**config.mk**
```make
export PLATFORM = sky130hd
export DESIGN_NAME = huffman_byte_code_packer_unit_flat
export DESIGN_NICKNAME = d
export VERILOG_FILES = /design/src/hw/rtl/hbcp_pkg.sv /design/src/hw/rtl/hbcp_sym_if.sv /design/src/hw/rtl/hbcp_byte_if.sv /design/src/hw/rtl/hbcp_code_table.sv /design/src/hw/rtl/huffman_byte_code_packer_unit.sv /design/src/flat_wrapper.sv
export SDC_FILE = /design/constraint.sdc
export NUM_CORES = 2
export LEC_CHECK = 0
export ABC_CLOCK_PERIOD_IN_PS = 3800
export BUFFER_PORTS_ARGS = -buffer_cell sky130_fd_sc_hd__buf_2
export CORE_MARGIN = 2
export CORE_UTILIZATION = 35
export DETAILED_ROUTE_END_ITERATION = 6
export SKIP_LAST_GASP = 1
export SYNTH_ARGS = -nofsm -noshare
export SYNTH_HDL_FRONTEND = slang
export SYNTH_SLANG_ARGS = --single-unit
export TNS_END_PERCENT = 50
```
**constraint.sdc**
```tcl
create_clock -name clk -period 3.8 [get_ports clk]
set_input_delay 0.38 -clock clk [delete_from_list [all_inputs] [get_ports clk]]
set_output_delay 0.38 -clock clk [all_outputs]
set_load 0.1 [all_outputs]
```
**src/hw/rtl/hbcp_pkg.sv**
```systemverilog
// ----------------------------------------------------------------------------
// hbcp_pkg
// Shared types and constants for the Huffman byte code packer.
// ----------------------------------------------------------------------------
package hbcp_pkg;

	localparam int MAX_CODE_LEN = 8;
	localparam int LEN_W        = 4;
	localparam int BYTE_W       = 8;
	localparam int CNT_W        = 3;

	typedef enum logic [1:0] {
		ACT_LOAD   = 2'd0,
		ACT_ENCODE = 2'd1,
		ACT_FLUSH  = 2'd2
	} action_t;

	typedef struct packed {
		logic [LEN_W-1:0]  len;
		logic [BYTE_W-1:0] code;
	} code_entry_t;

endpackage

```
**src/hw/rtl/hbcp_sym_if.sv**
```systemverilog
// ----------------------------------------------------------------------------
// hbcp_sym_if
// Input channel: table loads, symbols to encode and flush requests.
// ----------------------------------------------------------------------------
interface hbcp_sym_if;
	logic       valid;
	logic       ready;
	logic [1:0] action;
	logic [7:0] symbol;
	logic [7:0] code_value;
	logic [3:0] code_length;

	modport source (output valid, action, symbol, code_value, code_length, input ready);
	modport sink   (input valid, action, symbol, code_value, code_length, output ready);
endinterface

```
**src/hw/rtl/hbcp_byte_if.sv**
```systemverilog
// ----------------------------------------------------------------------------
// hbcp_byte_if
// Output channel: packed bytes with a final marker.
// ----------------------------------------------------------------------------
interface hbcp_byte_if;
	logic       valid;
	logic       ready;
	logic [7:0] packed_byte;
	logic       final_res;

	modport source (output valid, packed_byte, final_res, input ready);
	modport sink   (input valid, packed_byte, final_res, output ready);
endinterface

```
**src/hw/rtl/hbcp_code_table.sv**
```systemverilog
// ----------------------------------------------------------------------------
// hbcp_code_table
// Code table memory, one write port and one registered read port.
// ----------------------------------------------------------------------------
module hbcp_code_table #(
	parameter int DEPTH = 256,
	parameter int IDX_W = 8
) (
	input  logic                        clk,
	input  logic                        wr_en,
	input  logic [IDX_W-1:0]            wr_idx,
	input  hbcp_pkg::code_entry_t       wr_entry,
	input  logic                        rd_en,
	input  logic [IDX_W-1:0]            rd_idx,
	output hbcp_pkg::code_entry_t       rd_entry
);
	import hbcp_pkg::*;

	code_entry_t mem_q [DEPTH];

	always_ff @(posedge clk) begin
		if (wr_en) begin
			mem_q[wr_idx] <= wr_entry;
		end
	end

	always_ff @(posedge clk) begin
		if (rd_en) begin
			rd_entry <= mem_q[rd_idx];
		end
	end
endmodule

```
**src/hw/rtl/huffman_byte_code_packer_unit.sv**
```systemverilog
// ----------------------------------------------------------------------------
// huffman_byte_code_packer_unit
// Huffman encoder for byte symbols with codes up to 8 bits, packed LSB first.
// ----------------------------------------------------------------------------
// Takes one item per clock when the output side keeps up. An encode or flush
// item that emits a byte goes through these steps after acceptance: the code
// table memory is read into a registered stage, then the code is merged into
// the byte holder and the output register is loaded. Loads write the table
// at acceptance, so an encode right after a load of the same symbol sees the
// new entry. Table entries that were never loaded read back undefined.
// ----------------------------------------------------------------------------
module huffman_byte_code_packer_unit #(
	parameter int SYMBOL_COUNT = 256
) (
	input logic          clk,
	input logic          arst_n,
	hbcp_sym_if.sink     sym_stream,
	hbcp_byte_if.source  byte_stream
);
	import hbcp_pkg::*;

	localparam int IDX_W = (SYMBOL_COUNT > 1) ? $clog2(SYMBOL_COUNT) : 1;

	// input side
	logic                  in_fire;
	logic                  sym_in_range;
	logic [LEN_W-1:0]      load_len;
	logic [2*BYTE_W-1:0]   load_mask;
	code_entry_t           load_entry;
	code_entry_t           rd_entry;

	// stage 1
	logic                  valid_s1;
	logic [1:0]            action_s1;
	logic                  in_range_s1;

	// holder and output
	logic [BYTE_W-1:0]     bits_q;
	logic [CNT_W-1:0]      cnt_q;
	logic                  out_valid_q;
	logic [BYTE_W-1:0]     out_byte_q;
	logic                  out_final_q;

	logic                  advance;
	logic                  s1_fire;
	logic [2*BYTE_W-1:0]   merged;
	logic [LEN_W-1:0]      total;
	logic                  emit;
	logic [BYTE_W-1:0]     emit_byte;
	logic                  emit_final;
	logic [BYTE_W-1:0]     bits_next;
	logic [CNT_W-1:0]      cnt_next;

	assign advance          = !out_valid_q || byte_stream.ready;
	assign s1_fire          = valid_s1 && advance;
	assign sym_stream.ready = !valid_s1 || advance;
	assign in_fire          = sym_stream.valid && sym_stream.ready;

	assign sym_in_range = {1'b0, sym_stream.symbol} < 9'(SYMBOL_COUNT);

	// clamp the length and mask stray code bits
	always_comb begin
		if (sym_stream.code_length > LEN_W'(MAX_CODE_LEN)) begin
			load_len = LEN_W'(MAX_CODE_LEN);
		end else begin
			load_len = sym_stream.code_length;
		end
		load_mask       = (16'd1 << load_len) - 16'd1;
		load_entry.len  = load_len;
		load_entry.code = sym_stream.code_value & load_mask[BYTE_W-1:0];
	end

	hbcp_code_table #(
		.DEPTH (SYMBOL_COUNT),
		.IDX_W (IDX_W)
	) u_table (
		.clk      (clk),
		.wr_en    (in_fire && sym_stream.action == ACT_LOAD && sym_in_range),
		.wr_idx   (sym_stream.symbol[IDX_W-1:0]),
		.wr_entry (load_entry),
		.rd_en    (in_fire),
		.rd_idx   (sym_stream.symbol[IDX_W-1:0]),
		.rd_entry (rd_entry)
	);

	always_ff @(posedge clk or negedge arst_n) begin
		if (!arst_n) begin
			valid_s1 <= 1'b0;
		end else if (sym_stream.ready) begin
			valid_s1 <= sym_stream.valid;
		end
	end

	always_ff @(posedge clk) begin
		if (in_fire) begin
			action_s1   <= sym_stream.action;
			in_range_s1 <= sym_in_range;
		end
	end

	// merge the looked-up code into the holder
	always_comb begin
		merged     = {8'd0, bits_q} | ({8'd0, rd_entry.code} << cnt_q);
		total      = {1'b0, cnt_q} + rd_entry.len;
		emit       = 1'b0;
		emit_byte  = merged[BYTE_W-1:0];
		emit_final = 1'b0;
		bits_next  = bits_q;
		cnt_next   = cnt_q;
		case (action_s1)
			ACT_ENCODE: begin
				if (in_range_s1) begin
					cnt_next = total[CNT_W-1:0];
					if (total >= LEN_W'(BYTE_W)) begin
						emit      = 1'b1;
						bits_next = merged[2*BYTE_W-1:BYTE_W];
					end else begin
						bits_next = merged[BYTE_W-1:0];
					end
				end
			end
			ACT_FLUSH: begin
				if (cnt_q != '0) begin
					emit       = 1'b1;
					emit_byte  = bits_q;
					emit_final = 1'b1;
					bits_next  = '0;
					cnt_next   = '0;
				end
			end
			default: begin
			end
		endcase
	end

	always_ff @(posedge clk or negedge arst_n) begin
		if (!arst_n) begin
			bits_q      <= '0;
			cnt_q       <= '0;
			out_valid_q <= 1'b0;
		end else begin
			if (s1_fire) begin
				bits_q <= bits_next;
				cnt_q  <= cnt_next;
			end
			if (advance) begin
				out_valid_q <= s1_fire && emit;
			end
		end
	end

	always_ff @(posedge clk) begin
		if (s1_fire && emit) begin
			out_byte_q  <= emit_byte;
			out_final_q <= emit_final;
		end
	end

	assign byte_stream.valid       = out_valid_q;
	assign byte_stream.packed_byte = out_byte_q;
	assign byte_stream.final_res   = out_final_q;

	// input stalls only behind a full, blocked output
	a_stall_cause: assert property (@(posedge clk) disable iff (!arst_n)
		!sym_stream.ready |-> (valid_s1 && out_valid_q && !byte_stream.ready))
		else $error("input stalled without output backpressure");

	// a flush always leaves the holder empty
	a_flush_clears: assert property (@(posedge clk) disable iff (!arst_n)
		(s1_fire && action_s1 == ACT_FLUSH) |=> (cnt_q == '0 && bits_q == '0))
		else $error("holder not cleared by flush");

	// an item that emits nothing leaves the output empty
	a_no_spurious: assert property (@(posedge clk) disable iff (!arst_n)
		(s1_fire && !emit) |=> !out_valid_q)
		else $error("result appeared without emit");

	// a new result only follows a stage-one item
	a_result_source: assert property (@(posedge clk) disable iff (!arst_n)
		$rose(out_valid_q) |-> $past(valid_s1))
		else $error("result without a preceding item");
endmodule

```
**src/flat_wrapper.sv**
```systemverilog
// flat-port wrapper written by rule: the top's interface ports become plain ports
module huffman_byte_code_packer_unit_flat import hbcp_pkg::*;
#(
	parameter int SYMBOL_COUNT = 256
)
  (clk, arst_n, sym_stream_valid, sym_stream_action, sym_stream_symbol, sym_stream_code_value, sym_stream_code_length, sym_stream_ready, byte_stream_valid, byte_stream_packed_byte, byte_stream_final_res, byte_stream_ready);
  hbcp_sym_if sym_stream_i ();
  hbcp_byte_if byte_stream_i ();
  input logic clk;
  input logic arst_n;
  input wire logic [$bits(sym_stream_i.valid)-1:0] sym_stream_valid;
  input wire logic [$bits(sym_stream_i.action)-1:0] sym_stream_action;
  input wire logic [$bits(sym_stream_i.symbol)-1:0] sym_stream_symbol;
  input wire logic [$bits(sym_stream_i.code_value)-1:0] sym_stream_code_value;
  input wire logic [$bits(sym_stream_i.code_length)-1:0] sym_stream_code_length;
  output wire logic [$bits(sym_stream_i.ready)-1:0] sym_stream_ready;
  output wire logic [$bits(byte_stream_i.valid)-1:0] byte_stream_valid;
  output wire logic [$bits(byte_stream_i.packed_byte)-1:0] byte_stream_packed_byte;
  output wire logic [$bits(byte_stream_i.final_res)-1:0] byte_stream_final_res;
  input wire logic [$bits(byte_stream_i.ready)-1:0] byte_stream_ready;
  assign sym_stream_i.valid = sym_stream_valid;
  assign sym_stream_i.action = sym_stream_action;
  assign sym_stream_i.symbol = sym_stream_symbol;
  assign sym_stream_i.code_value = sym_stream_code_value;
  assign sym_stream_i.code_length = sym_stream_code_length;
  assign sym_stream_ready = sym_stream_i.ready;
  assign byte_stream_valid = byte_stream_i.valid;
  assign byte_stream_packed_byte = byte_stream_i.packed_byte;
  assign byte_stream_final_res = byte_stream_i.final_res;
  assign byte_stream_i.ready = byte_stream_ready;
  huffman_byte_code_packer_unit #(.SYMBOL_COUNT(SYMBOL_COUNT)) u_core (.clk(clk), .arst_n(arst_n), .sym_stream(sym_stream_i), .byte_stream(byte_stream_i));
endmodule
```
==> results.md <==
Yosys:
- The portion of synthesized cell area occupied by the leading cell type is 0.7837.
- Ranked by total cell area, the synthesized netlist is headed by sky130_fd_sc_hd__edfxtp_1 78%, sky130_fd_sc_hd__mux4_2 15%, sky130_fd_sc_hd__a22oi_1 2.4%.
- The number of distinct library cell variants in the gate-level netlist after synthesis is between 40 and 50.
- Counting flops with a built-in enable in the synthesized netlist gives 3095.
- Counting flops and latches in the post-synthesis netlist gives 3108.
- Synthesis produced a netlist with a net count of 5328.
- Among all flip-flop cells after synthesis, the most frequent one is sky130_fd_sc_hd__edfxtp_1.
- The share of async-settable or async-resettable flops after synthesis is 0.004183.
- The number of instances in the synthesized netlist is between 5000 and 6000.
- Counting instances in the post-synthesis netlist gives the leading cell types as 3095 x sky130_fd_sc_hd__edfxtp_1, 768 x sky130_fd_sc_hd__mux4_2, 384 x sky130_fd_sc_hd__a22oi_1.
- After synthesis the cells add up to between 100000 and 150000 µm².
- sky130_fd_sc_hd__edfxtp_1 takes more of the synthesized area than any other cell.
- The Yosys warning count is 0.
- The most frequent cell after synthesis is sky130_fd_sc_hd__edfxtp_1.
- The mean area per synthesized cell is 22.40 µm².
- The sequential share of the synthesized area is 0.7865.

Clocking:
- The count of hold-fix buffers inserted at cts is 8.
- In this run the number of H-tree levels came out at 5.
- Counting every sink on the clock net gives 3108.
- Clock tree synthesis inserted a total of 314 buffers.
- The longest clock path from root to sink contains 4 buffers.
- TritonCTS built the clock tree.
- The cell at the root of the clock tree is sky130_fd_sc_hd__clkbuf_16.
- The post-cts sizing count is 0.
- Buffers added to address setup during post-CTS repair amount to 0.
- The clock-pin slew on the worst setup and hold paths is 0.06 ns.
- The source-to-sink clock delay at the later pin of the worst-skew pair is about 0.86 ns.

Power and ir drop:
- The overall power after layout is 71.29 mW.
- The relative contribution of sequential cells to total power is 0.535.
- The share of total power dissipated in combinational logic is 0.055.
- In this run the power spent charging and discharging nets is 15.32 mW.
- The worst-case vdd ir drop is roughly 0.36 mV.
- Of the total power, the share spent switching nets is 0.2149.
- The analysis attributes to cell leakage a power of approximately 40 nW.
- For this design the ratio of total power to cell area is 517.3 nW/µm².
- The share of total power dissipated in the clock network is 0.410.
- The internal power component is 55.97 mW.

Detailed routing:
- The vias per cell is 5.467.
- For this block, the routed nets add up to 300.7 mm of wire.
- In the routed design, unresolved DRC markers number 0.
- The first TritonRoute pass finished after 6 iterations.
- The detailed router finished its first iteration with 7192 violations.
- Once detail routing completed, the nets flagged for antenna violations numbered 0.
- The total number of vias is 58160.
- The detailed-route wire length per cell is roughly 28 µm.

Hold path:
- The worst hold path endpoint is u_core.u_table.mem_q[207][6].
- The worst hold path passes through 2 cells.
- The startpoint of the lowest-slack hold path is sym_stream_code_value[6].
- The class of the most critical hold timing path is input port to flop.

Timing:
- The worst-case hold slack is about 0.11 ns.
- The clock arrives with 0.05681 ns of skew.
- The number of slew-limit violations in the final report is 0.
- The worst-margin pin slew is 1.341 ns.
- Setup repair after global routing left no endpoint under its margin.
- The relative slew slack is 0.1030.
- The post-layout minimum cycle time is approximately 3.6 ns.
- Based on the critical path, the design can be clocked at up to 277.6 MHz.
- Summed over all failing endpoints, the final setup total negative slack is 0 ns.
- The number of failing hold endpoints at the final stage is 0.
- Setup violations remaining at the end of the flow were counted as 0.
- The part of the cycle the worst path needs is 0.9479.

Floorplan:
- The total die area is 343500 µm².
- Row generation in the floorplan step produced about 210 rows.
- The core region is 336900 µm².
- The floorplan step set the die width to 586.1 µm.
- The initial core utilization is 0.3520.
- The y dimension of the die is 586.1 µm.
- 37 I/O pins were placed.

Place:
- At the end of routability-driven placement, the weighted congestion stood at between 0.8 and 0.9.
- The total of buffers placed on input and output ports is 36.
- The standard cell area after detailed placement is 128200 µm².
- Once placement completed, the tool counted placed cells totaling 10080.
- The post-detailed-placement half-perimeter wirelength is ~180 mm.

GRT:
- The global routing usage summed across all routing layers is 0.1720.
- The number of antenna violations at the first check in global routing is 20.
- The pin count of the biggest net entering global routing is about 220.
- The via count of the first global-routing pass came to 58550.
- After global routing the overflow that remains totals 0.
- The first global-routing pass estimated between 400 and 500 mm of wire.

Critical path:
- Traced cell by cell, the critical path runs through nand3b_1 -> nand2_1 -> or3_1 -> nor3_1 -> buf_4 -> nand2_1 -> nor2_1.
- The combined buffer and inverter count along the critical path is 1.
- The worst setup path is captured at a flop.
- The worst-case register-to-register setup slack is 0.20 ns.
- The endpoint of the lowest-slack register-to-register path is u_core.u_table.mem_q[5][6].
- The largest driver fanout on the critical path is 12.
- Measured in cells, the most critical reg-to-reg path has a length of 7.
- The slowest cell on the critical path is sky130_fd_sc_hd__nor2_1.
- The critical path's most frequent cell is sky130_fd_sc_hd__nand2_1.
- The data required time at the worst endpoint is 4.25 ns.
- The critical path is of the flop to flop type.
- The dominant delay contributor by cell family on the critical path is simple AND/OR/NAND/NOR gates.
- The kind of launch point of the worst setup path is a flop.
- The largest single stage delay on the critical path is 1.13 ns.
- At the worst endpoint, the arrival time is 4.06 ns.
- The start of the worst register-to-register path is u_core.valid_s1.

Cells and area:
- For this run, the number of standard cells in the final layout without fillers is 10640.
- The count of filler cells inserted in the layout is slightly below 30000.
- At the end of the flow, the number of nets in the layout was 5922.
- The finished cells cover 137800 µm².
- Of the cells placed in the final design, the portion with a size suffix greater than 1 is 0.2977.
- The area growth from synthesis to final layout is 16.20%.

Run:
- Across the run, the number of max-cap violations was 0.

Run status:
- The run finished with clean final reports.
## layout make-up
type / instances / area (µm²) / share of cell area
clock buffers: 389 / 8330 / 0.06045
inverters: 3 / 11.26 / 0.00008172
diodes: 7 / 17.52 / 0.0001271
flip-flops and latches: 3108 / 93260 / 0.6768
multi-input cells: 1856 / 23980 / 0.1740
well taps: 4515 / 5649 / 0.04099
repair buffers: 606 / 5353 / 0.03884
clock inverters: 154 / 1195 / 0.008671
## cells by family after synthesis
| kind of cell | count (synthesis) | synth area share |
|---|---|---|
| AO/OA/AOI/OAI | 654 | 0.03710 |
| adder cells (fa/ha/maj) | 7 | 0.0008018 |
| AND/OR/NAND/NOR | 405 | 0.01488 |
| XOR/XNOR | 4 | 0.0002955 |
| flip-flops | 3108 | 0.7865 |
| buffers and inverters | 331 | 0.01309 |
| multiplexers | 786 | 0.1474 |
## power by group through the flow
stage | Clock, mW | Combinational (mW) | Sequential [mW]
3_3_place_gp | 0 | 3.90 | 38.8
3_5_place_dp | 0 | 3.98 | 38.8
5_1_grt | 31.1 | 4.21 | 38.1
2_1_floorplan | 0 | 2.30 | 38.9
4_1_cts | 29.7 | 3.99 | 38.1
6_report | 29.2 | 3.95 | 38.1
## layout by cell type (no fill, tap or decap), drive strengths merged, types with 16 or more instances in the layout
master / instances
edfxtp: 3095
mux4: 768
buf: 598
clkbuf: 389
a22oi: 384
nor2: 273
a21oi: 204
clkinv: 124
nand2: 38
o41ai: 24
nor4: 24
mux2i: 17
bufinv: 16
nor2b: 16
## stage by stage
stage               worst slack, ns  utilization
finish                       0.1980       0.4091
global route                0.06854       0.4090
CTS                          0.2440       0.4090
detailed placement          -0.4591       0.3805
global placement            -0.6845       0.3805
floorplan                    -2.175            -
## registers in the layout, summed over array words and instances, names as in the netlist
register	flops
u_core.u_table.mem_q	3072
u_core.bits_q	8
u_core.byte_stream.valid	1
u_core.u_table.rd_entry	12
u_core.valid_s1	1
u_core.byte_stream.packed_byte	8
u_core.action_s1	2
u_core.cnt_q	3
u_core.byte_stream.final_res	1
## per-layer routing
layer  wire length [µm]  track usage  vias to the layer above
li1                   -            -                    23800
met1             124500       0.2424                    31540
met2             144600       0.2757                     2422
met3              24440      0.03190                      394
met4               7135      0.04446                        8
met5                 43            0                        -
## worst max path at each step
stage / slack (ns) / endpoint / cells after the start / startpoint
after floorplan: -2.17 / u_core.u_table.mem_q[0][1] / 4 / sym_stream_code_length[0]
after global placement: -0.68 / u_core.u_table.rd_entry[10] / 11 / sym_stream_symbol[0]
after detailed placement: -0.46 / u_core.u_table.rd_entry[5] / 10 / sym_stream_symbol[0]
after CTS: 0.24 / u_core.u_table.mem_q[200][3] / 8 / u_core.valid_s1
after global routing: 0.07 / u_core.u_table.mem_q[200][3] / 8 / u_core.valid_s1
final: 0.20 / u_core.u_table.mem_q[5][6] / 7 / u_core.valid_s1
## worst register-to-register path, cell delays in order (launching register included)
cell and delay (ns):
sky130_fd_sc_hd__dfrtp_1 0.42, sky130_fd_sc_hd__nand3b_1 0.15, sky130_fd_sc_hd__nand2_1 0.12, sky130_fd_sc_hd__or3_1 0.62
sky130_fd_sc_hd__nor3_1 0.26, sky130_fd_sc_hd__buf_4 0.20, sky130_fd_sc_hd__nand2_1 0.33, sky130_fd_sc_hd__nor2_1 1.14
Note: power is estimated with default switching activity, not from simulation.
